`src/hw/rtl/lvm_pkg.sv`:
```
`timescale 1ns / 1ps
// ----------------------------------------------------------------------------
// lvm_pkg
// Shared types, constants and helpers of the view matrix core.
// ----------------------------------------------------------------------------
package lvm_pkg;

    localparam int FRAC_BITS_DEF = 16;
    localparam int IQ_DEPTH      = 2;
    localparam int RQ_DEPTH      = 4;

    localparam logic signed [67:0] MAX32 = 68'sh0_0000_0000_7FFF_FFFF;
    localparam logic signed [67:0] MIN32 = 68'shF_FFFF_FFFF_8000_0000;

    // one queued camera request, eye minus target already formed
    typedef struct packed {
        logic signed [31:0] eye_x;
        logic signed [31:0] eye_y;
        logic signed [31:0] eye_z;
        logic signed [31:0] up_x;
        logic signed [31:0] up_y;
        logic signed [31:0] up_z;
        logic signed [32:0] d_x;
        logic signed [32:0] d_y;
        logic signed [32:0] d_z;
    } t_item;

    // one matrix row result
    typedef struct packed {
        logic [1:0]         row_index;
        logic signed [31:0] col0;
        logic signed [31:0] col1;
        logic signed [31:0] col2;
        logic signed [31:0] col3;
        logic               last_row;
    } t_row;

    typedef enum logic [3:0] {
        S_IDLE,
        S_MAG,
        S_NORM,
        S_SQ,
        S_SQACC,
        S_SQRT,
        S_DIVI,
        S_DIV,
        S_DIVE,
        S_STORE,
        S_CR,
        S_CRACC,
        S_DOT,
        S_DOTACC,
        S_PUSH
    } t_state;

    // clamp to the signed 32-bit range
    function automatic logic signed [31:0] sat32(input logic signed [67:0] v);
        logic signed [67:0] c;
        begin
            c = v;
            if (v > MAX32) begin
                c = MAX32;
            end else if (v < MIN32) begin
                c = MIN32;
            end
            return c[31:0];
        end
    endfunction

endpackage

```
`src/hw/rtl/lvm_resq.sv`:
```
`timescale 1ns / 1ps
// ----------------------------------------------------------------------------
// lvm_resq
// Result queue: holds finished matrix rows until the consumer takes them.
// ----------------------------------------------------------------------------
module lvm_resq
    import lvm_pkg::*;
(
    input  logic i_clk,
    input  logic i_rst_n,
    input  logic i_push,
    output logic o_full,
    input  t_row i_row,
    input  logic i_pop,
    output logic o_empty,
    output t_row o_row
);

    localparam int PW = (RQ_DEPTH > 1) ? $clog2(RQ_DEPTH) : 1;
    localparam int CW = $clog2(RQ_DEPTH + 1);

    t_row          r_mem [RQ_DEPTH];
    logic [PW-1:0] r_wp;
    logic [PW-1:0] r_rp;
    logic [CW-1:0] r_cnt;
    logic          w_wr;
    logic          w_rd;

    assign o_full  = (r_cnt == CW'(RQ_DEPTH));
    assign o_empty = (r_cnt == '0);
    assign w_wr    = i_push && !o_full;
    assign w_rd    = i_pop && !o_empty;
    assign o_row   = r_mem[r_rp];

    // storage
    always_ff @(posedge i_clk) begin
        if (w_wr) begin
            r_mem[r_wp] <= i_row;
        end
    end

    // pointers and fill count
    always_ff @(posedge i_clk) begin
        if (!i_rst_n) begin
            r_wp  <= '0;
            r_rp  <= '0;
            r_cnt <= '0;
        end else begin
            if (w_wr) begin
                r_wp <= (r_wp == PW'(RQ_DEPTH - 1)) ? '0 : r_wp + 1'b1;
            end
            if (w_rd) begin
                r_rp <= (r_rp == PW'(RQ_DEPTH - 1)) ? '0 : r_rp + 1'b1;
            end
            if (w_wr && !w_rd) begin
                r_cnt <= r_cnt + 1'b1;
            end else if (w_rd && !w_wr) begin
                r_cnt <= r_cnt - 1'b1;
            end
        end
    end

endmodule

```
`config.mk`:
```
export PLATFORM = sky130hd
export DESIGN_NAME = lvm_resq
export DESIGN_NICKNAME = d
export VERILOG_FILES = /design/src/hw/rtl/lvm_pkg.sv /design/src/hw/rtl/lvm_resq.sv
export SDC_FILE = /design/constraint.sdc
export NUM_CORES = 1
export LEC_CHECK = 0
export BUFFER_PORTS_ARGS = -buffer_cell sky130_fd_sc_hd__buf_2
export CAP_MARGIN = 20
export CORE_MARGIN = 8
export CORE_UTILIZATION = 51
export CTS_CLUSTER_DIAMETER = 30
export CTS_CLUSTER_SIZE = 8
export DETAILED_ROUTE_END_ITERATION = 10
export GPL_TIMING_DRIVEN = 1
export PLACE_DENSITY = 0.75
export SLEW_MARGIN = 5
export SYNTH_ARGS = -nofsm -noshare
export SYNTH_HDL_FRONTEND = slang
export SYNTH_SLANG_ARGS = --single-unit
```
`constraint.sdc`:
```
create_clock -name i_clk -period 4.1 [get_ports i_clk]
set_input_delay 0 -clock i_clk [delete_from_list [all_inputs] [get_ports i_clk]]
set_output_delay 0 -clock i_clk [all_outputs]
set_load 0.005 [all_outputs]
```
Word level (Yosys, flattened, before mapping)
Memory sizes are Yosys's and may differ from the RTL's. A register that Yosys moved wholly into a read port is not among the register bits.
Index checks and enable logic that the tools add are counted.

storage, ports and cells
  flip-flop bits (word level) = 7
  latch bits = 0
  RAM bits = 524
  bits in read-only memories = 0
  bits of input ports = 135
  output and inout port bits = 133
  word-level logic and storage cells = 29
  memories = 1

memory list
  name   words  bits a word  rd ports  clocked after Yosys merged registers in  wr ports  RTL line        source
  r_mem  4      131          1         1                                        1         lvm_resq.sv:22  t_row r_mem [RQ_DEPTH];

operators by class
  $add $sub $neg = 4
  $mul = 0
  divide/modulo/power cells = 0
  magnitude comparators = 0
  eq/ne operators = 3
  shift-type cells = 0
  muxes and demuxes = 8
  bitwise operators = 0
  reductions and logical operators = 10

operators by type and width
  cell                                                                 number
  2-bit 2-to-1 mux                                                     4
  3-bit 2-to-1 mux                                                     2
  2-bit by 1-bit adder with 2-bit output (second input constant)       2
  2-bit equality test (second input constant)                          2
  1-bit logical AND                                                    4
  1-bit logical NOT                                                    4
  3-bit by 1-bit adder with 3-bit output (second input constant)       1
  3-bit equality test (second input constant)                          1
  3-bit logical NOT                                                    1
  3-bit by 1-bit subtractor with 3-bit output (second input constant)  1
  1-bit 2-to-1 mux                                                     2
  2-bit nonzero test                                                   1

Logic depth before layout (Yosys ltp)
Gate-level depths: netlist of run 1.

  word-level depth = 7
  gate-level depth with buffers = 9
  gate-level depth less buffers = 8

Worst setup path after synthesis of run 1
Ideal clock, no wire load.

  kind = reg-to-reg
  from = register r_cnt[0]
  to = memory r_mem[1][0] (netlist name) (enable)
  setup time = 506 ps
  arrival = 3893 ps
  data required time = 3594 ps
  setup slack = -299 ps
  cell stages (with the launch flop) = 5
  buffers on the path = 1
  period minus slack after synthesis = 4399 ps
  cell sequence = dfxtp_1 nor3b_1 nor2b_1 clkbuf_1 and2_1

on the way
  cells in the longest elaborated chain, start to end = 5

RTL lines
  what                                    RTL line        source
  start: declaration                      lvm_resq.sv:25  logic [CW-1:0] r_cnt;
  start signal: assignment                lvm_resq.sv:56  r_cnt <= r_cnt + 1'b1;
  start signal: assignment                lvm_resq.sv:58  r_cnt <= r_cnt - 1'b1;
  3-bit equality test                     lvm_resq.sv:29  assign o_full = (r_cnt == CW'(RQ_DEPTH));
  via o_full                              lvm_resq.sv:12  output logic o_full,
  1-bit logical NOT                       lvm_resq.sv:31  assign w_wr = i_push && !o_full;
  1-bit logical AND                       lvm_resq.sv:31
  via w_wr                                lvm_resq.sv:26  logic w_wr;
  1-bit 2-to-1 mux                        lvm_resq.sv:37  if (w_wr) begin
  1-bit 2-to-1 mux (implied by the code)  lvm_resq.sv:38  r_mem[r_wp] <= i_row;
  end: declaration                        lvm_resq.sv:22

The timed path passes the listed nets, and every way through them passes these cells.

==> results of run 1 <==
-- through the flow --
stage | utilization [%] | total power [mW]
2_1_floorplan | - | 8.67
3_3_place_gp | 56.7 | 9.82
3_5_place_dp | 56.7 | 9.87
4_1_cts | 68.6 | 17.5
5_1_grt | 68.6 | 17.9
6_report | 68.6 | 17.3
-- synthesized netlist by cell type --
master      n  area share, %
edfxtp_1  524             81
mux4_2    131             15
buf_2      15           0.39
buf_6      10           0.58
dfxtp_1     9           0.93
clkbuf_1    7           0.14
ha_1        6           0.39
nand2_1     6           0.12
and2_1      5           0.16
inv_1       3          0.058
mux2i_1     3           0.16
o21ai_0     3          0.078
nand3_1     2          0.052
nor2_1      2          0.039
nor2b_1     2          0.065
a21boi_0    1          0.039
fa_1        1           0.10
nor3_1      1          0.026
nor3b_1     1          0.039
o31ai_1     1          0.039
or3_1       1          0.032
xnor2_1     1          0.045
xor2_1      1          0.045
-- worst reg2reg max path, delay by kind of cell (launching register included) --
| family | cells | cell delay (ns) |
|---|---|---|
| buffers and inverters | 1 | 0.06 |
| adders and majority gates | 2 | 0.66 |
| and+or+nand+nor | 3 | 0.85 |
| xor gates and xnor gates | 1 | 0.16 |
| DFF | 1 | 0.45 |
| AOI/OAI and AO/OA | 1 | 0.17 |
-- routing by layer --
metal	global-route usage, %	up-vias
met5	0	-
met4	5.98	4
met3	5.45	66
met2	29.4	355
met1	23.4	4856
li1	-	4169
-- registers in the layout (all words and copies together) (netlist names), named ones only --
register,flops
r_rp,2
r_mem,524
r_wp,2
r_cnt,3
-- repair_timing --
action | 4_1_cts | 5_1_grt
endpoints found under the setup margin | 0 | 0
hold endpoints to repair | 533 | 0
hold buffers | 135 | 0
setup buffers | 0 | 0
-- power by group through the flow --
stage	clock [mW]	sequential (mW)	combinational (mW)
after floorplan	0	6.86	1.81
after global placement	0	6.94	2.88
after detailed placement	0	6.98	2.89
after CTS	7.56	6.90	3.02
after global routing	7.84	6.94	3.17
final	7.43	6.89	2.94
-- final cells by class --
cell class | instances | area [µm²] | area share, %
Antenna cell | 1 | 2.50 | 0.00971
Sequential cell | 533 | 15900 | 61.8
Multi-Input combinational cell | 168 | 3240 | 12.6
Inverter | 3 | 11.3 | 0.0437
Clock buffer | 117 | 2630 | 10.2
Timing Repair Buffer | 410 | 2840 | 11.0
Clock inverter | 58 | 495 | 1.92
Tap cell | 511 | 639 | 2.48
-- cell families (layout without fill, tap and decap cells) --
kind of cell	Yosys count	count (layout)	synth area share (%)
AOI/OAI and AO/OA	5	5	0.155
xor gates and xnor gates	2	2	0.0905
adders and majority gates	7	7	0.491
buffers and inverters	35	588	1.16
DFF	533	533	82.2
muxes	134	134	15.4
other	0	1	0
and+or+nand+nor	20	20	0.530
-- path summary, 6_finish.rpt --
| path | start | end |
|---|---|---|
| setup reg to reg | r_cnt[0] | r_cnt[2] |
| hold / removal | i_row[70] | r_mem[2][70] |
| hold reg to reg | r_wp[1] | r_wp[1] |
| setup / recovery | flop | o_row[23] |
==> qor.yml, run 1 <==
logic_synthesis:
  syn_inst: 736
  post_synth_num_cell_types: 23
  synth_seq_cells: 533
  syn-cell-area_um2: 19400
  synthesis.yosys.warnings: 0
  synthesis.nets: 878
  syn_area_per_cell_um2: 26.3
  synth_seq_area_share_pct: 82.2
timing:
  max-slew-margin-rel_pct: 40.0
  fmax_mhz: 379
  clock-skew-final_ns: 0.0135
  fin_crit_ns: 2.64
  final.period_utilization_pct: 64.4
  final.setup.tns_ns: 0
  finalHoldWorstSlack_ns: 0.163
  worst_slack_ns: 1.46
  timing_max_transition_violations_final: 0
  final-hold-violation-count: 0
  max_slew.worst_pin.slew_ns: 0.900
  rsz0062_at_grt: "false"
  setup_viol: 0
final_layout:
  design_area_um2: 25800
  layout_common_cells: "524 x edfxtp_1, 267 x buf_2, 135 x dlygate4sd3_1"
  final-instance-count-excl-fill: 1801
  most_common_library_cell_in_the_layout_ignoring_fill_and_taps: "edfxtp_1"
  fraction_of_final_layout_cells_sized_beyond_drive_strength_1_pct: 42.6
  area_growth_pct: 33.1
  layout.nets: 1358
  fillers: 2289
worst_setup_path:
  timing_worst_setup_path_type: "reg -> out"
  worst-endpoint-required_ns: 4.10
  cp_num_cells: 3
  critPathCaptureType: "primary output"
  slowest_delay_ns: 0.92
  worst-path-max-fanout: 56
  reg_to_reg_setup_timing_slack_ns: 1.67
  crit_path_launch_type: "flop"
  arrival_ns: 2.64
  cp_slowest_cell: "dfxtp_4"
  worstPathCellList: "buf_4, mux4_2, buf_2"
  critPathBufInv: 2
  reg2regPathDepth: 8
  cell_family_with_most_cp_delay: "flip-flops"
detailed_routing:
  routed-via-count: 9450
  detail_route.wirelength_um: 40200
  route.detailed.vias_per_inst: 5.25
  met2RoutedLength_um: 20200
  route.layer.met1.wl_um: 16300
  dr.max_layer_used: "met5"
  firstDrtPassIters: 4
  detailroute.wirelength.met3_um: 2940
  route.detailed.wl_per_inst_um: 22.3
  remaining_drc_errors: 0
  final_antenna_net_count: 0
  detail_route.iter0.violations: 572
die:
  start_util_pct: 51.5
  core-area_um2: 37600
  floorplan.die.height_um: 211
  floorplan.rows: 71
  design.die.area_um2: 44500
  num_io_pins: 268
  die_w_um: 211
place:
  pre_cts_ws_ns: 1.65
  placedInstanceArea_um2: 21300
  buffers_on_ports: 267
  hpwl_um: 20900
  place_inst: 1490
  finalWeightedCongestion: 0.711
grt:
  globalRoute.totalOverflow: 0
  grt_pass1_vias: 10477
  groute.usage.overall_pct: 18.1
  initial_antenna_violation_count: 3
  grt_pass1_wl_um: 61200
  maximum_number_of_pins_on_one_net_before_global_route_repair: 131
clock_network:
  cts_num_sinks: 533
  worstSkewPairLatency_ns: 0.59
  postCtsResizedCells: 0
  cts_tree: "built"
  cts.path.max_buffers: 3
  cts_made_buffers: 100
  clock_tree.htree_level_count: 3
  clk_pin_slew_ns: 0.04
  clock-root-buffer: "clkbuf_16"
pwr:
  power_density_of_the_placed_cells_nw_per_um2: 670
  p_seq_share_pct: 39.9
  share_comb_of_total_power_pct: 17.0
  clock_network_fraction_of_total_power_pct: 43.0
  power.leakage_nw: 8.91
  worst_case_vdd_ir_drop_v: 0.000500
  p_int_mw: 13.1
  power.switching_mw: 4.13
  switching_share_pct: 23.9
run:
  drv_cap: 0
hold_path:
  hold_class: "in -> reg"
  timing.hold.worst_path_depth: 2
outcome:
  outcome: "finished clean"
(Power assumes the default switching activity.)
==> run 2, diff against run 1 <==
- CORE_UTILIZATION: 51 -> 57
- PLACE_DENSITY: 0.75 -> 0.79
- clock period: 4.1 -> 2.6 ns (I/O delays scaled with it)
==> run 2 against run 1 <==
- die area decreased by 9.7%
- largest cell class unchanged
- first-iteration DRC count increased by 19%
- core utilization increased by 9.1 points
- largest power group unchanged
- critical endpoint is now r_cnt[2]
- total power increased by 64%
- hold slack got worse by 0.026 ns
- non-clock buffer count increased by 14
- critical path depth increased by 5
==> qor.yml, run 2 (same netlist as run 1, synthesis figures left out) <==
pwr:
  power_density_of_the_placed_cells_nw_per_um2: 1090
  worst_case_vdd_ir_drop_v: 0.000759
  power.leakage_nw: 9.06
  fin_total_pwr_mw: 28.3
die:
  start_util_pct: 57.8
  floorplan.die.height_um: 200
  die_w_um: 200
  num_io_pins: 268
  design.die.area_um2: 40100
  core-area_um2: 33500
  floorplan.rows: 67
worst_setup_path:
  timing_worst_setup_path_type: "reg -> reg"
  critPathCaptureType: "flop"
  arrival_ns: 2.87
  worst-path-max-fanout: 5
  crit_path_launch_type: "flop"
  worst-endpoint-required_ns: 3.08
  reg2reg_to: "r_cnt[2]"
  reg2regPathDepth: 8
  r2r_start: "r_cnt[0]"
  reg_to_reg_setup_timing_slack_ns: 0.21
final_layout:
  biggest_registers_after_layout: "r_mem (524), r_cnt (3)"
  fraction_of_final_layout_cells_sized_beyond_drive_strength_1_pct: 43.9
  final_core_utilization_pct: 77.7
  regMostFlops: "r_mem"
  fillers: 1668
  layout.nets: 1374
  layout_common_cells: "524 x edfxtp_1, 267 x buf_2, 134 x dlygate4sd3_1"
  area_growth_pct: 34.5
  most_common_library_cell_in_the_layout_ignoring_fill_and_taps: "edfxtp_1"
  largest_reg_flops: 524
grt:
  maximum_number_of_pins_on_one_net_before_global_route_repair: 72
  initial_antenna_violation_count: 4
  groute.usage.overall_pct: 23.3
  grt_pass1_wl_um: 70800
  globalRoute.totalOverflow: 0
  grt_pass1_vias: 11194
detailed_routing:
  dr.max_layer_used: "met5"
  detail_route.iter0.violations: 681
  detail_route.wirelength_um: 47400
  route.detailed.wl_per_inst_um: 27.0
  routed-via-count: 10047
  firstDrtPassIters: 6
  detailroute.wirelength.met3_um: 3640
  route.layer.met1.wl_um: 17800
  final_antenna_net_count: 0
  remaining_drc_errors: 0
  met2RoutedLength_um: 25000
  route.detailed.vias_per_inst: 5.72
timing:
  finalHoldWorstSlack_ns: 0.137
  worst_slack_ns: 0.211
  max-slew-margin-rel_pct: 57.0
  rsz0062_at_grt: "false"
  timing_max_transition_violations_final: 0
  setup_viol: 0
  fmax_mhz: 419
  clock-skew-final_ns: 0.0156
  final-hold-violation-count: 0
  max_slew.worst_pin.slew_ns: 0.646
  fin_crit_ns: 2.39
  final.period_utilization_pct: 91.9
clock_network:
  clk_pin_slew_ns: 0.05
  cts_tree: "built"
  cts_num_sinks: 533
  postCtsResizedCells: 0
  cts-hold-fix-buffers: 134
  post_cts_repair_setup_buffers: 0
  cts_made_buffers: 102
  clock_tree.htree_level_count: 3
  clock-root-buffer: "clkbuf_16"
  worstSkewPairLatency_ns: 0.61
  cts.path.max_buffers: 3
outcome:
  outcome: "finished clean"
hold_path:
  timing.hold.worst_path_depth: 2
  worstHoldStart: "i_row[1]"
  hold_class: "in -> reg"
  min_delay_worst_endpoint: "r_mem[1][1]"
run:
  drv_cap: 0
place:
  buffers_on_ports: 267
  hpwl_um: 23500
  pre_cts_ws_ns: 0.512
  finalWeightedCongestion: 0.710
## run 2: changes by cell type in the layout (fill, tap and decap cells not counted), sizes merged, moves of 2 or more
cell    previous run  this run
clkinv            42        37
diode              1         3
clkbuf           117       121
buf              275       290
bufinv             7        10
## run 2: critical path: stages, from the launching register on
cell,delay [ns]
dfxtp_1,0.37
o31ai_1,0.29
buf_4,0.18
ha_1,0.21
inv_1,0.07
fa_1,0.38
xor2_1,0.16
or3_1,0.31
a21boi_0,0.30
## run 2: final cells by class
type                    instances  area, µm²  share of cell area (%)
flip-flops and latches        533      15900                    61.1
inverters                       3       11.3                  0.0432
well taps                     448        561                    2.15
repair buffers                424       3040                    11.7
multi-input cells             168       3240                    12.4
clock inverters                56        607                    2.33
diodes                          3       7.51                  0.0288
clock buffers                 121       2660                    10.2
## run 2: worst max path at each step
stage                         from     endpoint  slack (ns)  cells after the start
final                     r_cnt[0]     r_cnt[2]        0.21                      8
after CTS                     flop   o_row[124]        0.18                      3
after global routing          flop     o_row[1]        0.08                      3
after global placement    r_cnt[0]     r_cnt[2]        0.56                      8
after floorplan           r_cnt[0]  r_mem[0][0]       -0.35                      4
after detailed placement  r_cnt[0]     r_cnt[2]        0.51                      8
## run 2: power breakdown
group          internal (mW)  total (mW)  switching, mW
logic                   2.50        4.93           2.42
registers               10.5        10.9          0.406
clock network           8.22        12.4           4.23
total                   21.2        28.3           7.06
## run 2: stage by stage
step           TNS [ns]  std cells  cell area, µm²
2_1_floorplan   -181.17        736           19400
3_3_place_gp          0       1442           21400
3_5_place_dp          0       1442           21400
4_1_cts               0       1753           26000
5_1_grt               0       1756           26000
6_report              0       1756           26000
## run 2: routing by layer
metal / vias to the layer above / global-route usage, %
li1: 4208 / -
met1: 5278 / 28.2
met2: 496 / 39.9
met3: 63 / 6.79
met4: 2 / 8.28
met5: - / 0
