File: src/hw/rtl/lvm_pkg.sv
`timescale 1ns / 1ps
// ----------------------------------------------------------------------------
// lvm_pkg
// Shared types, constants and helpers of the view matrix core.
// ----------------------------------------------------------------------------
package lvm_pkg;

    localparam int FRAC_BITS_DEF = 16;
    localparam int IQ_DEPTH      = 2;
    localparam int RQ_DEPTH      = 4;

    localparam logic signed [67:0] MAX32 = 68'sh0_0000_0000_7FFF_FFFF;
    localparam logic signed [67:0] MIN32 = 68'shF_FFFF_FFFF_8000_0000;

    // one queued camera request, eye minus target already formed
    typedef struct packed {
        logic signed [31:0] eye_x;
        logic signed [31:0] eye_y;
        logic signed [31:0] eye_z;
        logic signed [31:0] up_x;
        logic signed [31:0] up_y;
        logic signed [31:0] up_z;
        logic signed [32:0] d_x;
        logic signed [32:0] d_y;
        logic signed [32:0] d_z;
    } t_item;

    // one matrix row result
    typedef struct packed {
        logic [1:0]         row_index;
        logic signed [31:0] col0;
        logic signed [31:0] col1;
        logic signed [31:0] col2;
        logic signed [31:0] col3;
        logic               last_row;
    } t_row;

    typedef enum logic [3:0] {
        S_IDLE,
        S_MAG,
        S_NORM,
        S_SQ,
        S_SQACC,
        S_SQRT,
        S_DIVI,
        S_DIV,
        S_DIVE,
        S_STORE,
        S_CR,
        S_CRACC,
        S_DOT,
        S_DOTACC,
        S_PUSH
    } t_state;

    // clamp to the signed 32-bit range
    function automatic logic signed [31:0] sat32(input logic signed [67:0] v);
        logic signed [67:0] c;
        begin
            c = v;
            if (v > MAX32) begin
                c = MAX32;
            end else if (v < MIN32) begin
                c = MIN32;
            end
            return c[31:0];
        end
    endfunction

endpackage

File: src/hw/rtl/lvm_front.sv
`timescale 1ns / 1ps
// ----------------------------------------------------------------------------
// lvm_front
// Input queue: takes camera requests, forms eye minus target, holds them
// for the back-end sequencer.
// ----------------------------------------------------------------------------
module lvm_front
    import lvm_pkg::*;
(
    input  logic               i_clk,
    input  logic               i_rst_n,
    input  logic               i_push,
    output logic               o_full,
    input  logic signed [31:0] i_eye_x,
    input  logic signed [31:0] i_eye_y,
    input  logic signed [31:0] i_eye_z,
    input  logic signed [31:0] i_target_x,
    input  logic signed [31:0] i_target_y,
    input  logic signed [31:0] i_target_z,
    input  logic signed [31:0] i_up_x,
    input  logic signed [31:0] i_up_y,
    input  logic signed [31:0] i_up_z,
    input  logic               i_pop,
    output logic               o_valid,
    output t_item              o_item
);

    localparam int PW = (IQ_DEPTH > 1) ? $clog2(IQ_DEPTH) : 1;
    localparam int CW = $clog2(IQ_DEPTH + 1);

    t_item           r_mem [IQ_DEPTH];
    logic [PW-1:0]   r_wp;
    logic [PW-1:0]   r_rp;
    logic [CW-1:0]   r_cnt;
    t_item           w_item;
    logic            w_wr;
    logic            w_rd;

    // form the request: exact 33-bit eye minus target
    always_comb begin
        w_item.eye_x = i_eye_x;
        w_item.eye_y = i_eye_y;
        w_item.eye_z = i_eye_z;
        w_item.up_x  = i_up_x;
        w_item.up_y  = i_up_y;
        w_item.up_z  = i_up_z;
        w_item.d_x   = 33'(i_eye_x) - 33'(i_target_x);
        w_item.d_y   = 33'(i_eye_y) - 33'(i_target_y);
        w_item.d_z   = 33'(i_eye_z) - 33'(i_target_z);
    end

    assign o_full  = (r_cnt == CW'(IQ_DEPTH));
    assign o_valid = (r_cnt != '0);
    assign w_wr    = i_push && !o_full;
    assign w_rd    = i_pop && o_valid;
    assign o_item  = r_mem[r_rp];

    // storage
    always_ff @(posedge i_clk) begin
        if (w_wr) begin
            r_mem[r_wp] <= w_item;
        end
    end

    // pointers and fill count
    always_ff @(posedge i_clk) begin
        if (!i_rst_n) begin
            r_wp  <= '0;
            r_rp  <= '0;
            r_cnt <= '0;
        end else begin
            if (w_wr) begin
                r_wp <= (r_wp == PW'(IQ_DEPTH - 1)) ? '0 : r_wp + 1'b1;
            end
            if (w_rd) begin
                r_rp <= (r_rp == PW'(IQ_DEPTH - 1)) ? '0 : r_rp + 1'b1;
            end
            if (w_wr && !w_rd) begin
                r_cnt <= r_cnt + 1'b1;
            end else if (w_rd && !w_wr) begin
                r_cnt <= r_cnt - 1'b1;
            end
        end
    end

endmodule

File: config.mk
export PLATFORM = sky130hd
export DESIGN_NAME = lvm_front
export DESIGN_NICKNAME = d
export VERILOG_FILES = /design/src/hw/rtl/lvm_pkg.sv /design/src/hw/rtl/lvm_front.sv
export SDC_FILE = /design/constraint.sdc
export NUM_CORES = 1
export LEC_CHECK = 0
export ABC_AREA = 0
export ABC_CLOCK_PERIOD_IN_PS = 19260
export BUFFER_PORTS_ARGS = -buffer_cell sky130_fd_sc_hd__buf_2
export CAP_MARGIN = 5
export CORE_ASPECT_RATIO = 1.5
export CORE_MARGIN = 1.5
export CORE_UTILIZATION = 35
export DETAILED_ROUTE_END_ITERATION = 10
export SYNTH_ARGS = -nofsm -noshare
export SYNTH_HDL_FRONTEND = slang
export SYNTH_SLANG_ARGS = --single-unit
File: constraint.sdc
create_clock -name i_clk -period 19.26 [get_ports i_clk]
set_input_delay 2.889 -clock i_clk [delete_from_list [all_inputs] [get_ports i_clk]]
set_output_delay 2.889 -clock i_clk [all_outputs]
set_load 0.03 [all_outputs]
## Word level (Yosys, flattened, before mapping)

Memories as Yosys holds them, arrays and structs flattened. A register that Yosys moved wholly into a read port is not among the register bits.
Index checks and enable logic that the tools add are counted.

- $add $sub $neg: 7
- Eq/ne operators: 1
- Multiplexer cells: 8
- Reductions and logical operators: 9

Operator list:

| cell | number |
|---|---|
| subtractor 32 x 32 -> 33 bit | 3 |
| two-way mux 1 bit | 6 |
| logical AND 1 bit | 4 |
| two-way mux 2 bit | 2 |
| nonzero test 2 bit | 2 |
| zero test 1 bit | 3 |
| adder 1 bit (second input constant) | 2 |
| adder 2 x 1 -> 2 bit (second input constant) | 1 |
| == test 2 bit (second input constant) | 1 |
| subtractor 2 x 1 -> 2 bit (second input constant) | 1 |

- Bits in registers: 4
- Memory bits (writable): 582
- Input bits: 292
- Output and inout port bits: 293
- Word-level logic and storage cells: 29
- Memories kept: 1

Memories:

| memory | depth | width | read ports | clocked after memory_dff | write ports | line | RTL |
|---|---|---|---|---|---|---|---|
| r_mem | 2 | 291 | 1 | 1 | 1 | lvm_front.sv:31 | `t_item r_mem [IQ_DEPTH];` |

## Logic depth before layout (Yosys ltp)

Gate-level depths: netlist (run 1).

- Depth after elaboration: 7
- Mapped depth: 11
- Depth with buffers taken out: 11

## Worst setup path after synthesis (run 1)

Ideal clock, no wire load.

- Kind: input to register
- Start point: input port i_push
- End point: register r_wp
- Library setup time: 0.115 ns
- Data arrival time: 15.934 ns
- Required time: 19.145 ns
- Slack: 3.211 ns
- Stages on the path: 3
- Buffers on the path: 0
- Cells stage by stage: nand2_1 nor2_1 o21a_1

- Cells in the longest elaborated chain, start to end: 1

RTL lines:

| element | line | RTL |
|---|---|---|
| start: declaration | lvm_front.sv:12 | `input logic i_push,` |
| logical AND 1 bit | lvm_front.sv:54 | `assign w_wr = i_push && !o_full;` |
| end signal: assignment | lvm_front.sv:73 | `r_wp <= (r_wp == PW'(IQ_DEPTH - 1)) ? '0 : r_wp + 1'b1;` |
| end: declaration | lvm_front.sv:32 | `logic [PW-1:0] r_wp;` |

Every way passes these cells.
A chain may end at the register's enable or synchronous reset.

==> results of run 1 <==
-- where the power goes --
group	internal [W]	leakage, nW	switching, W
combinational	0.000461	6.30	0.000920
clock	0.000618	0.889	0.000481
sequential	0.00164	5.48	0.0000577
-- logic make-up (layout without fill, tap and decap cells) --
logic type / Yosys count / after routing / synth area share
other: 0 / 3 / 0
muxes: 292 / 292 / 0.1238
and+or+nand+nor: 212 / 212 / 0.04089
xor gates and xnor gates: 87 / 87 / 0.02869
AOI/OAI and AO/OA: 286 / 286 / 0.07198
adders and majority gates: 100 / 100 / 0.04796
DFF: 587 / 587 / 0.6618
buffers and inverters: 175 / 823 / 0.02497
-- cell usage after synthesis, types with 6 or more instances --
cell type                  instances  share of area
sky130_fd_sc_hd__nand4_1          16         0.0038
sky130_fd_sc_hd__inv_1           125          0.018
sky130_fd_sc_hd__clkbuf_1         47         0.0066
sky130_fd_sc_hd__edfxtp_1        582           0.66
sky130_fd_sc_hd__xor2_1           36          0.012
sky130_fd_sc_hd__mux2_2          291           0.12
sky130_fd_sc_hd__ha_1             97          0.046
sky130_fd_sc_hd__a21o_1           34         0.0096
sky130_fd_sc_hd__nor2_1           41         0.0058
sky130_fd_sc_hd__o21ai_0          47         0.0089
sky130_fd_sc_hd__o21a_1           12         0.0034
sky130_fd_sc_hd__nand3_1          13         0.0024
sky130_fd_sc_hd__a211oi_1          7         0.0020
sky130_fd_sc_hd__o21bai_1         14         0.0040
sky130_fd_sc_hd__nand2_1          68         0.0096
sky130_fd_sc_hd__nor2b_1          15         0.0035
sky130_fd_sc_hd__nor3_1            8         0.0015
sky130_fd_sc_hd__and2_1            7         0.0016
sky130_fd_sc_hd__a31oi_1           8         0.0019
sky130_fd_sc_hd__xnor2_1          51          0.017
sky130_fd_sc_hd__a41oi_1           6         0.0020
sky130_fd_sc_hd__and3_1           10         0.0024
sky130_fd_sc_hd__a21oi_1          94          0.018
-- stage by stage --
step	power, W	area (um^2)	hold WS (ns)
6_report	0.004173	32470	0.5309
5_1_grt	0.004347	32470	0.5906
4_1_cts	0.004226	32460	0.5269
3_5_place_dp	0.003113	30650	0.5176
3_3_place_gp	0.003099	30650	0.4904
2_1_floorplan	0.002750	26560	0.4728
-- worst max-delay path, stage by stage (launching register included) --
cell and delay, ns:
sky130_fd_sc_hd__dfxtp_4 0.77, sky130_fd_sc_hd__buf_4 0.82, sky130_fd_sc_hd__buf_4 0.76, sky130_fd_sc_hd__buf_4 0.75, sky130_fd_sc_hd__mux2_2 0.43, sky130_fd_sc_hd__buf_2 0.18
-- metal layers --
layer  share of wire  up-vias
met4           0.031       28
met5          0.0027        -
met3           0.075      135
met2            0.50      629
met1            0.39     8229
li1                -     7808
-- sequential cells by signal, summed over array words and instances (netlist names), named ones only --
signal	count
r_mem	582
r_cnt	2
r_rp	1
r_wp	1
-- final cells by class --
| class | instances | area, um^2 |
|---|---|---|
| sequential | 587 | 17580 |
| clock inverter | 37 | 372.9 |
| timing repair buffer | 595 | 3018 |
| antenna | 3 | 7.507 |
| multi-input combinational | 977 | 8333 |
| fill | 6976 | 42630 |
| tap | 1000 | 1251 |
| clock buffer | 66 | 1439 |
| inverter | 125 | 469.2 |
-- worst max path at each step --
stage / end / slack [ns] / cells after the start
after floorplan: r_wp / 3.21 / 3
after global placement: o_item[95] / 12.43 / 5
after detailed placement: o_item[95] / 12.34 / 5
after CTS: o_item[95] / 11.66 / 5
after global routing: o_item[60] / 11.45 / 5
final: o_item[60] / 11.78 / 5
==> out/summary.txt, run 1 <==
========================================================================================
Required time of the critical path                                              16.37 ns
Boundary pin count                                                                   585
Gpl congestion                                                                    0.9314
Pin slew with the least headroom to its limit                                   1.124 ns
Hold buffer count at CTS                                                               0
Syn nets                                                                           2,131
Post-DP HPWL                                                                    51.85 mm
Area Growth Syn to Fin                                                            22.25%
Maximum number of pins on one net before global-route repair                         153
Final layout net count                                                             2,734
Average cell area after synthesis                                             15.27 um^2
Mapped cell area                                                             26,560 um^2
Worst hold path endpoint                                                        r_cnt[1]
CTS sink cnt                                                                         587
Total GRT Usage                                                                   0.1758
CP max FO                                                                             70
Post-DR wirelength/cell                                                         20.75 um
Minimum clock period                                                            7.478 ns
Number of instances in the placed design                                           3,284
Wire length of the first global-routing pass                                    104.5 mm
Post-route setup TNS                                                                0 ns
Antenna-violating nets left                                                            0
Hold violation count in the final report                                               0
Most crowded layer after global routing                                             met2
Static Leak                                                                     12.67 nW
Clk pin slew, worst setup/hold paths                                             0.06 ns
GR Util met1                                                                      0.2050
Startpoint Class                                                               flip-flop
RSZ-0062 raised after global routing                                               false
Die Area                                                                     77,580 um^2
Status                                                                      finished clean
Reg-to-reg critical path endpoint                                           r_mem[0][46]
Post-layout worst setup margin                                                  11.78 ns
Fraction of final layout cells sized beyond drive strength 1                      0.4219
Final WL                                                                        70.35 mm
Type of element capturing the critical path                                  output port
Reg-to-reg setup timing slack                                                   15.76 ns
Vias in the first global route                                                    17,330
Achievable frequency                                                          0.1337 GHz
Launch point of the worst reg-to-reg path                                       r_cnt[0]
Count of cells along the worst register-to-register path                               5
Maximum vdd ir drop                                                         0.00008671 V
Flip-flop and latch count after synthesis                                            587
Path class of the lowest-slack min-delay path                               flip-flop to flip-flop
Count of synthesis-stage warnings from yosys                                           0
Non-filler cells, final                                                            3,390
Worst relative slew slack                                                         0.2509
Met2 usage in global routing                                                      0.3100
Max-cap violations                                                                     0
DRC viols                                                                              0
Number of library cell types mapped by synthesis                                      80
Cell Rows                                                                            123
Total of cells resized after clock tree synthesis                                      0
Die Ht                                                                          340.4 um
Post-synth EDFFs                                                                     582
Setup slack after placement                                                     12.34 ns
CORE AREA                                                                    75,100 um^2
Leading cell types in the layout, fill and taps excluded                    sky130_fd_sc_hd__buf_2, sky130_fd_sc_hd__edfxtp_1, sky130_fd_sc_hd__mux2_2
Vias post-DR                                                                      16,830
Buffers inserted during post-CTS setup optimization                                    0
Max clock buf depth                                                                    3
DRC violation total after the first TritonRoute iteration                            969
Initial Util                                                                      0.3537
Portion of the clock cycle consumed by the worst path in the final layout         0.3883
Count of buffers from port buffering                                                 584
Number of standard cells after synthesis                                           1,739
Pre-Repair DR Iteration Count                                                          5
DR vias/cell                                                                       4.964
Clock tree skew after final layout                                           0.009139 ns
Critical path start-end classification                                      flip-flop to output port
Met3 Resource Use GR                                                             0.04759
Leading cell type in the layout, fill and taps excluded                     sky130_fd_sc_hd__buf_2
Count of endpoints failing setup in the final report                                   0
Hold path depth                                                                        2
Sequential share of the synthesized area                                          0.6618
Critical Path AT                                                                 4.59 ns
Number of buffers added by the clock tree synthesis step                              56
Number of antenna violations at the first check in global routing                     18
Clock Latency Late Sink                                                          0.62 ns
Final Slew Violations                                                                  0
Min-delay src                                                                   r_cnt[1]
Power per standard cell area                                                128.5 nW/um^2
Root Driver                                                                 sky130_fd_sc_hd__clkbuf_16
Share of the core filled with cells in the final layout                           0.4324
Overflow left after global routing                                                     0
Die width                                                                       227.9 um
H-tree depth                                                                           2
Share of synthesized flip-flops with an asynchronous set or reset                      0
Clock tree from TritonCTS                                                          built
Predominant post-synthesis flop cell                                        sky130_fd_sc_hd__edfxtp_1
========================================================================================
(Power assumes the default switching activity.)
==> inputs of run 2 (changes only) <==
--- a/config.mk
+++ b/config.mk
@@ -6,7 +6,7 @@
 export NUM_CORES = 1
 export LEC_CHECK = 0
 export ABC_AREA = 0
-export ABC_CLOCK_PERIOD_IN_PS = 19260
+export ABC_CLOCK_PERIOD_IN_PS = 6200
 export BUFFER_PORTS_ARGS = -buffer_cell sky130_fd_sc_hd__buf_2
 export CAP_MARGIN = 5
 export CORE_ASPECT_RATIO = 1.5
==> constraint.sdc (replaced) <==
create_clock -name i_clk -period 6.2 [get_ports i_clk]
set_input_delay 0.93 -clock i_clk [delete_from_list [all_inputs] [get_ports i_clk]]
set_output_delay 0.93 -clock i_clk [all_outputs]
set_load 0.03 [all_outputs]
==> out/summary.txt, run 2 (synthesis gave the netlist of run 1 again) <==
========================================================================================
Path class of the lowest-slack min-delay path                               input pin to flip-flop
Area Growth Syn to Fin                                                            22.69%
Post-DR wirelength/cell                                                         20.19 um
Reg-to-reg critical path endpoint                                           r_mem[0][59]
Cell at the slowest stage of the critical path                              sky130_fd_sc_hd__dfxtp_4
Root Driver                                                                 sky130_fd_sc_hd__clkbuf_16
Ordered list of cells on the worst path                                     buf_4, mux2_2, buf_2
Portion of the clock cycle consumed by the worst path in the final layout         0.5869
Delay contributed by the slowest stage of the critical path                      0.72 ns
Maximum number of pins on one net before global-route repair                         129
Type of element capturing the critical path                                  output port
Worst hold path endpoint                                                    r_mem[0][128]
Maximum vdd ir drop                                                          0.0002860 V
Die width                                                                       227.9 um
Clock tree skew after final layout                                            0.02429 ns
Status                                                                      finished clean
Clock Latency Late Sink                                                          0.63 ns
Final layout net count                                                             2,734
Power per standard cell area                                                401.5 nW/um^2
Pre-Repair DR Iteration Count                                                          5
Max FFs per register                                                                 582
Startpoint Class                                                               flip-flop
Clock tree from TritonCTS                                                          built
Cell Rows                                                                            123
Minimum clock period                                                            3.639 ns
Final WL                                                                        68.52 mm
Gpl congestion                                                                    0.9053
Post-DP HPWL                                                                    49.55 mm
Max clock buf depth                                                                    3
Number of antenna violations at the first check in global routing                     16
Hold violation count in the final report                                               0
Hold path depth                                                                        1
Launch point of the worst reg-to-reg path                                       r_cnt[0]
Leading cell types in the layout, fill and taps excluded                    sky130_fd_sc_hd__buf_2, sky130_fd_sc_hd__edfxtp_1, sky130_fd_sc_hd__mux2_2
Leading cell type in the layout, fill and taps excluded                     sky130_fd_sc_hd__buf_2
Regs by FF count                                                            r_mem x582, r_cnt x2
Worst relative slew slack                                                         0.3016
Vias in the first global route                                                    17,490
Hold buffer count at CTS                                                               0
Required time of the critical path                                               5.27 ns
Boundary pin count                                                                   585
CORE AREA                                                                    75,100 um^2
Fraction of final layout cells sized beyond drive strength 1                      0.4222
Total of cells resized after clock tree synthesis                                      0
Overflow left after global routing                                                     0
Wire length of the first global-routing pass                                    103.3 mm
Count of buffers from port buffering                                                 584
Reg-to-reg setup timing slack                                                    3.58 ns
DRC violation total after the first TritonRoute iteration                            767
Final Slew Violations                                                                  0
H-tree depth                                                                           2
Total Power                                                                    0.01308 W
Initial Util                                                                      0.3537
Pin slew with the least headroom to its limit                                   1.048 ns
Top register by number of flip-flops                                               r_mem
Critical path start-end classification                                      flip-flop to output port
Critical Path AT                                                                 2.71 ns
Clk pin slew, worst setup/hold paths                                             0.06 ns
Antenna-violating nets left                                                            0
CTS sink cnt                                                                         587
Vias post-DR                                                                      16,740
Final hold slack                                                               0.4907 ns
Post-route setup TNS                                                                0 ns
Share of the core filled with cells in the final layout                           0.4339
Buffers inserted during post-CTS setup optimization                                    0
Achievable frequency                                                          0.2748 GHz
RSZ-0062 raised after global routing                                               false
Total GRT Usage                                                                   0.1720
DRC viols                                                                              0
Count of cells along the worst register-to-register path                               4
Min-delay src                                                                 i_up_z[29]
Static Leak                                                                     12.71 nW
Number of buffers added by the clock tree synthesis step                              57
Max-cap violations                                                                     0
DR vias/cell                                                                       4.933
Die Ht                                                                          340.4 um
CP max FO                                                                             58
Die Area                                                                     77,580 um^2
Count of endpoints failing setup in the final report                                   0
========================================================================================
-- run 2: through the flow --
step,std cells,area (um^2),setup slack (ns)
floorplan,1739,26570,0.4287
global placement,3283,30690,2.338
detailed placement,3283,30690,2.340
CTS,3390,32580,2.454
global route,3393,32590,2.398
finish,3393,32590,2.561
-- run 2: per-layer routing --
metal  up-vias  wire length (um)  GRT usage
li1       7798                 -          -
met1      8194             26320     0.1964
met2       592             34540     0.3040
met3       131              5514    0.05412
met4        24              1986    0.05671
met5         -               158          0
-- run 2: worst max-delay path by stage --
stage | to | start | depth (start not counted) | slack, ns
3_3_place_gp | r_mem[0][65] | i_eye_y[0] | 12 | 2.34
4_1_cts | o_item[114] | flip-flop | 3 | 2.45
5_1_grt | o_item[114] | flip-flop | 3 | 2.40
3_5_place_dp | r_mem[0][65] | i_eye_y[0] | 12 | 2.34
2_1_floorplan | r_mem[0][0] | i_push | 2 | 0.43
6_report | o_item[114] | flip-flop | 3 | 2.56
-- run 2: cell type report --
class	instances	area (um^2)
Clock buffer	68	1510
Tap cell	1000	1251
Timing Repair Buffer	594	3060
Multi-Input combinational cell	977	8333
Inverter	125	469.2
Clock inverter	39	374.1
Sequential cell	587	17580
Fill cell	6970	42520
Antenna cell	3	7.507
-- run 2: worst max-delay path: cells and delay by family, from the launching register on --
| family | cells | cell delay [ns] |
|---|---|---|
| buffers and inverters | 2 | 0.88 |
| flip-flops | 1 | 0.72 |
| multiplexers | 1 | 0.42 |
-- run 2: power breakdown --
part / internal [W] / switching (W) / total, W
Clock: 0.00202 / 0.00148 / 0.00350
Sequential: 0.00508 / 0.000146 / 0.00522
Combinational: 0.00144 / 0.00292 / 0.00436
==> inputs of run 3 (changes only) <==
--- a/config.mk
+++ b/config.mk
@@ -6,7 +6,7 @@
 export NUM_CORES = 1
 export LEC_CHECK = 0
 export ABC_AREA = 0
-export ABC_CLOCK_PERIOD_IN_PS = 6200
+export ABC_CLOCK_PERIOD_IN_PS = 3100
 export BUFFER_PORTS_ARGS = -buffer_cell sky130_fd_sc_hd__buf_2
 export CAP_MARGIN = 5
 export CORE_ASPECT_RATIO = 1.5
==> constraint.sdc (replaced) <==
create_clock -name i_clk -period 3.1 [get_ports i_clk]
set_input_delay 0.465 -clock i_clk [delete_from_list [all_inputs] [get_ports i_clk]]
set_output_delay 0.465 -clock i_clk [all_outputs]
set_load 0.03 [all_outputs]
==> out/summary.txt, run 3 (synthesis gave the netlist of run 1 again) <==
========================================================================================
Final Slew Violations                                                                  0
DRC violation total after the first TritonRoute iteration                            754
Number of buffers added by the clock tree synthesis step                              58
Buffers inserted during post-CTS setup optimization                                    0
Startpoint Class                                                               input pin
Pre-Repair DR Iteration Count                                                          5
Post-route setup TNS                                                                0 ns
Boundary pin count                                                                   585
Root Driver                                                                 sky130_fd_sc_hd__clkbuf_16
Initial Util                                                                      0.3537
Achievable frequency                                                          0.3360 GHz
Number of antenna violations at the first check in global routing                     16
Category of cells accounting for the largest share of critical-path delay   compound AO/OA/AOI/OAI gates
RSZ-0062 raised after global routing                                               false
Maximum vdd ir drop                                                          0.0005209 V
Delay contributed by the slowest stage of the critical path                      0.53 ns
Max-cap violations                                                                     0
Cell at the slowest stage of the critical path                              sky130_fd_sc_hd__dlygate4sd3_1
Static Leak                                                                     13.22 nW
CORE AREA                                                                    75,100 um^2
Die width                                                                       227.9 um
Critical Path AT                                                                 3.34 ns
Cell Rows                                                                            123
DR vias/cell                                                                       4.906
Max FFs per register                                                                 582
Ordered list of cells on the worst path                                     dlygate4sd3_1, buf_2, inv_1, ha_1, fa_1, nor2b_1, o31a_1, o2111ai_2, nand3_2, a31o_1, a311oi_4, o31ai_2, xor2_1
Share of the core filled with cells in the final layout                           0.4490
Clock Latency Late Sink                                                          0.63 ns
Leading cell type in the layout, fill and taps excluded                     sky130_fd_sc_hd__buf_2
Die Area                                                                     77,580 um^2
Non-filler cells, final                                                            3,510
Count of endpoints failing setup in the final report                                   0
Wire length of the first global-routing pass                                    105.8 mm
Leading cell types in the layout, fill and taps excluded                    sky130_fd_sc_hd__buf_2, sky130_fd_sc_hd__edfxtp_1, sky130_fd_sc_hd__mux2_2
Count of buffers from port buffering                                                 584
Status                                                                      finished clean
Fraction of final layout cells sized beyond drive strength 1                      0.4139
Path class of the lowest-slack min-delay path                               input pin to flip-flop
CP max FO                                                                              3
Overflow left after global routing                                                     0
Setup slack after placement                                                   -0.1961 ns
Minimum clock period                                                            2.976 ns
DRC viols                                                                              0
Type of element capturing the critical path                                    flip-flop
Portion of the clock cycle consumed by the worst path in the final layout         0.9601
Top register by number of flip-flops                                               r_mem
Gpl congestion                                                                    0.9581
Maximum number of pins on one net before global-route repair                          93
Worst relative slew slack                                                         0.5539
Post-layout worst setup margin                                                 0.1236 ns
Worst path buffer plus inverter count                                                  3
Vias post-DR                                                                      17,220
Final layout net count                                                             2,854
Clock tree skew after final layout                                            0.01859 ns
Post-DP HPWL                                                                    50.78 mm
Required time of the critical path                                               3.47 ns
Final WL                                                                        69.99 mm
Die Ht                                                                          340.4 um
Number of instances in the placed design                                           3,319
CTS sink cnt                                                                         587
Vias in the first global route                                                    18,090
Regs by FF count                                                            r_mem x582, r_cnt x2
Post-DR wirelength/cell                                                         19.94 um
Total GRT Usage                                                                   0.1762
Area Growth Syn to Fin                                                            26.96%
Critical path start-end classification                                      input pin to flip-flop
Pin slew with the least headroom to its limit                                  0.6691 ns
H-tree depth                                                                           2
Clk pin slew, worst setup/hold paths                                             0.06 ns
Antenna-violating nets left                                                            0
Clock tree from TritonCTS                                                          built
Hold violation count in the final report                                               0
Power per standard cell area                                                780.5 nW/um^2
Max clock buf depth                                                                    3
========================================================================================
-- run 3: changes by cell type in the layout (fill, tap and decap cells not counted), moves of 3 or more --
cell | before | now
sky130_fd_sc_hd__dlygate4sd3_1 | 0 | 83
sky130_fd_sc_hd__buf_4 | 5 | 35
sky130_fd_sc_hd__clkinv_2 | 14 | 6
sky130_fd_sc_hd__buf_12 | 5 | 11
sky130_fd_sc_hd__clkbuf_1 | 9 | 15
sky130_fd_sc_hd__clkinv_1 | 12 | 15
-- run 3: layout make-up --
| class | count | area [um^2] |
|---|---|---|
| Antenna cell | 2 | 5.005 |
| Multi-Input combinational cell | 977 | 8348 |
| Tap cell | 1000 | 1251 |
| Clock inverter | 32 | 296.5 |
| Clock buffer | 74 | 1533 |
| Fill cell | 6847 | 41380 |
| Inverter | 125 | 469.2 |
| Timing Repair Buffer | 713 | 4237 |
| Sequential cell | 587 | 17580 |
-- run 3: worst register-to-register path, cell delays in order, from the launching register on --
cell and delay, ns:
sky130_fd_sc_hd__dfxtp_2 0.36, sky130_fd_sc_hd__nand2b_4 0.15, sky130_fd_sc_hd__nand2_4 0.06, sky130_fd_sc_hd__nor2_4 0.29, sky130_fd_sc_hd__buf_4 0.57
-- run 3: repair_timing --
action,4_1_cts,5_1_grt
hold endpoints to repair,164,0
gates resized for setup,0,2
endpoints found under the setup margin,0,4
hold buffers,83,0
-- run 3: path summary, 6_finish.rpt --
check	start	end	cells past startpoint	slack, ns
setup / recovery	i_eye_x[0]	r_mem[0][92]	13	0.12
hold / removal	i_up_z[5]	r_mem[0][104]	1	0.05
setup reg to reg	r_cnt[0]	r_mem[0][123]	4	1.25
hold reg to reg	r_cnt[1]	r_cnt[1]	2	0.58
-- run 3: power by group --
group | internal (W) | switching [W] | total [W]
registers | 0.0101 | 0.000296 | 0.0104
logic | 0.00310 | 0.00591 | 0.00901
clock network | 0.00390 | 0.00297 | 0.00687
-- run 3: metrics by stage --
step / power (W) / hold slack [ns] / cell area [um^2]
global placement: 0.01950 / 0.5190 / 31060
CTS: 0.02665 / 0.0006932 / 33720
floorplan: 0.01678 / 0.5074 / 26590
global route: 0.02742 / 0.007020 / 33720
detailed placement: 0.01960 / 0.5809 / 31060
finish: 0.02632 / 0.04778 / 33720
-- run 3: layer usage --
| metal | vias up | routed length [um] | track usage |
|---|---|---|---|
| met5 | - | 161 | 0 |
| met4 | 26 | 1957 | 0.05464 |
| met3 | 125 | 5675 | 0.05605 |
| met2 | 582 | 35250 | 0.3136 |
| met1 | 8442 | 26940 | 0.2003 |
| li1 | 8045 | - | - |
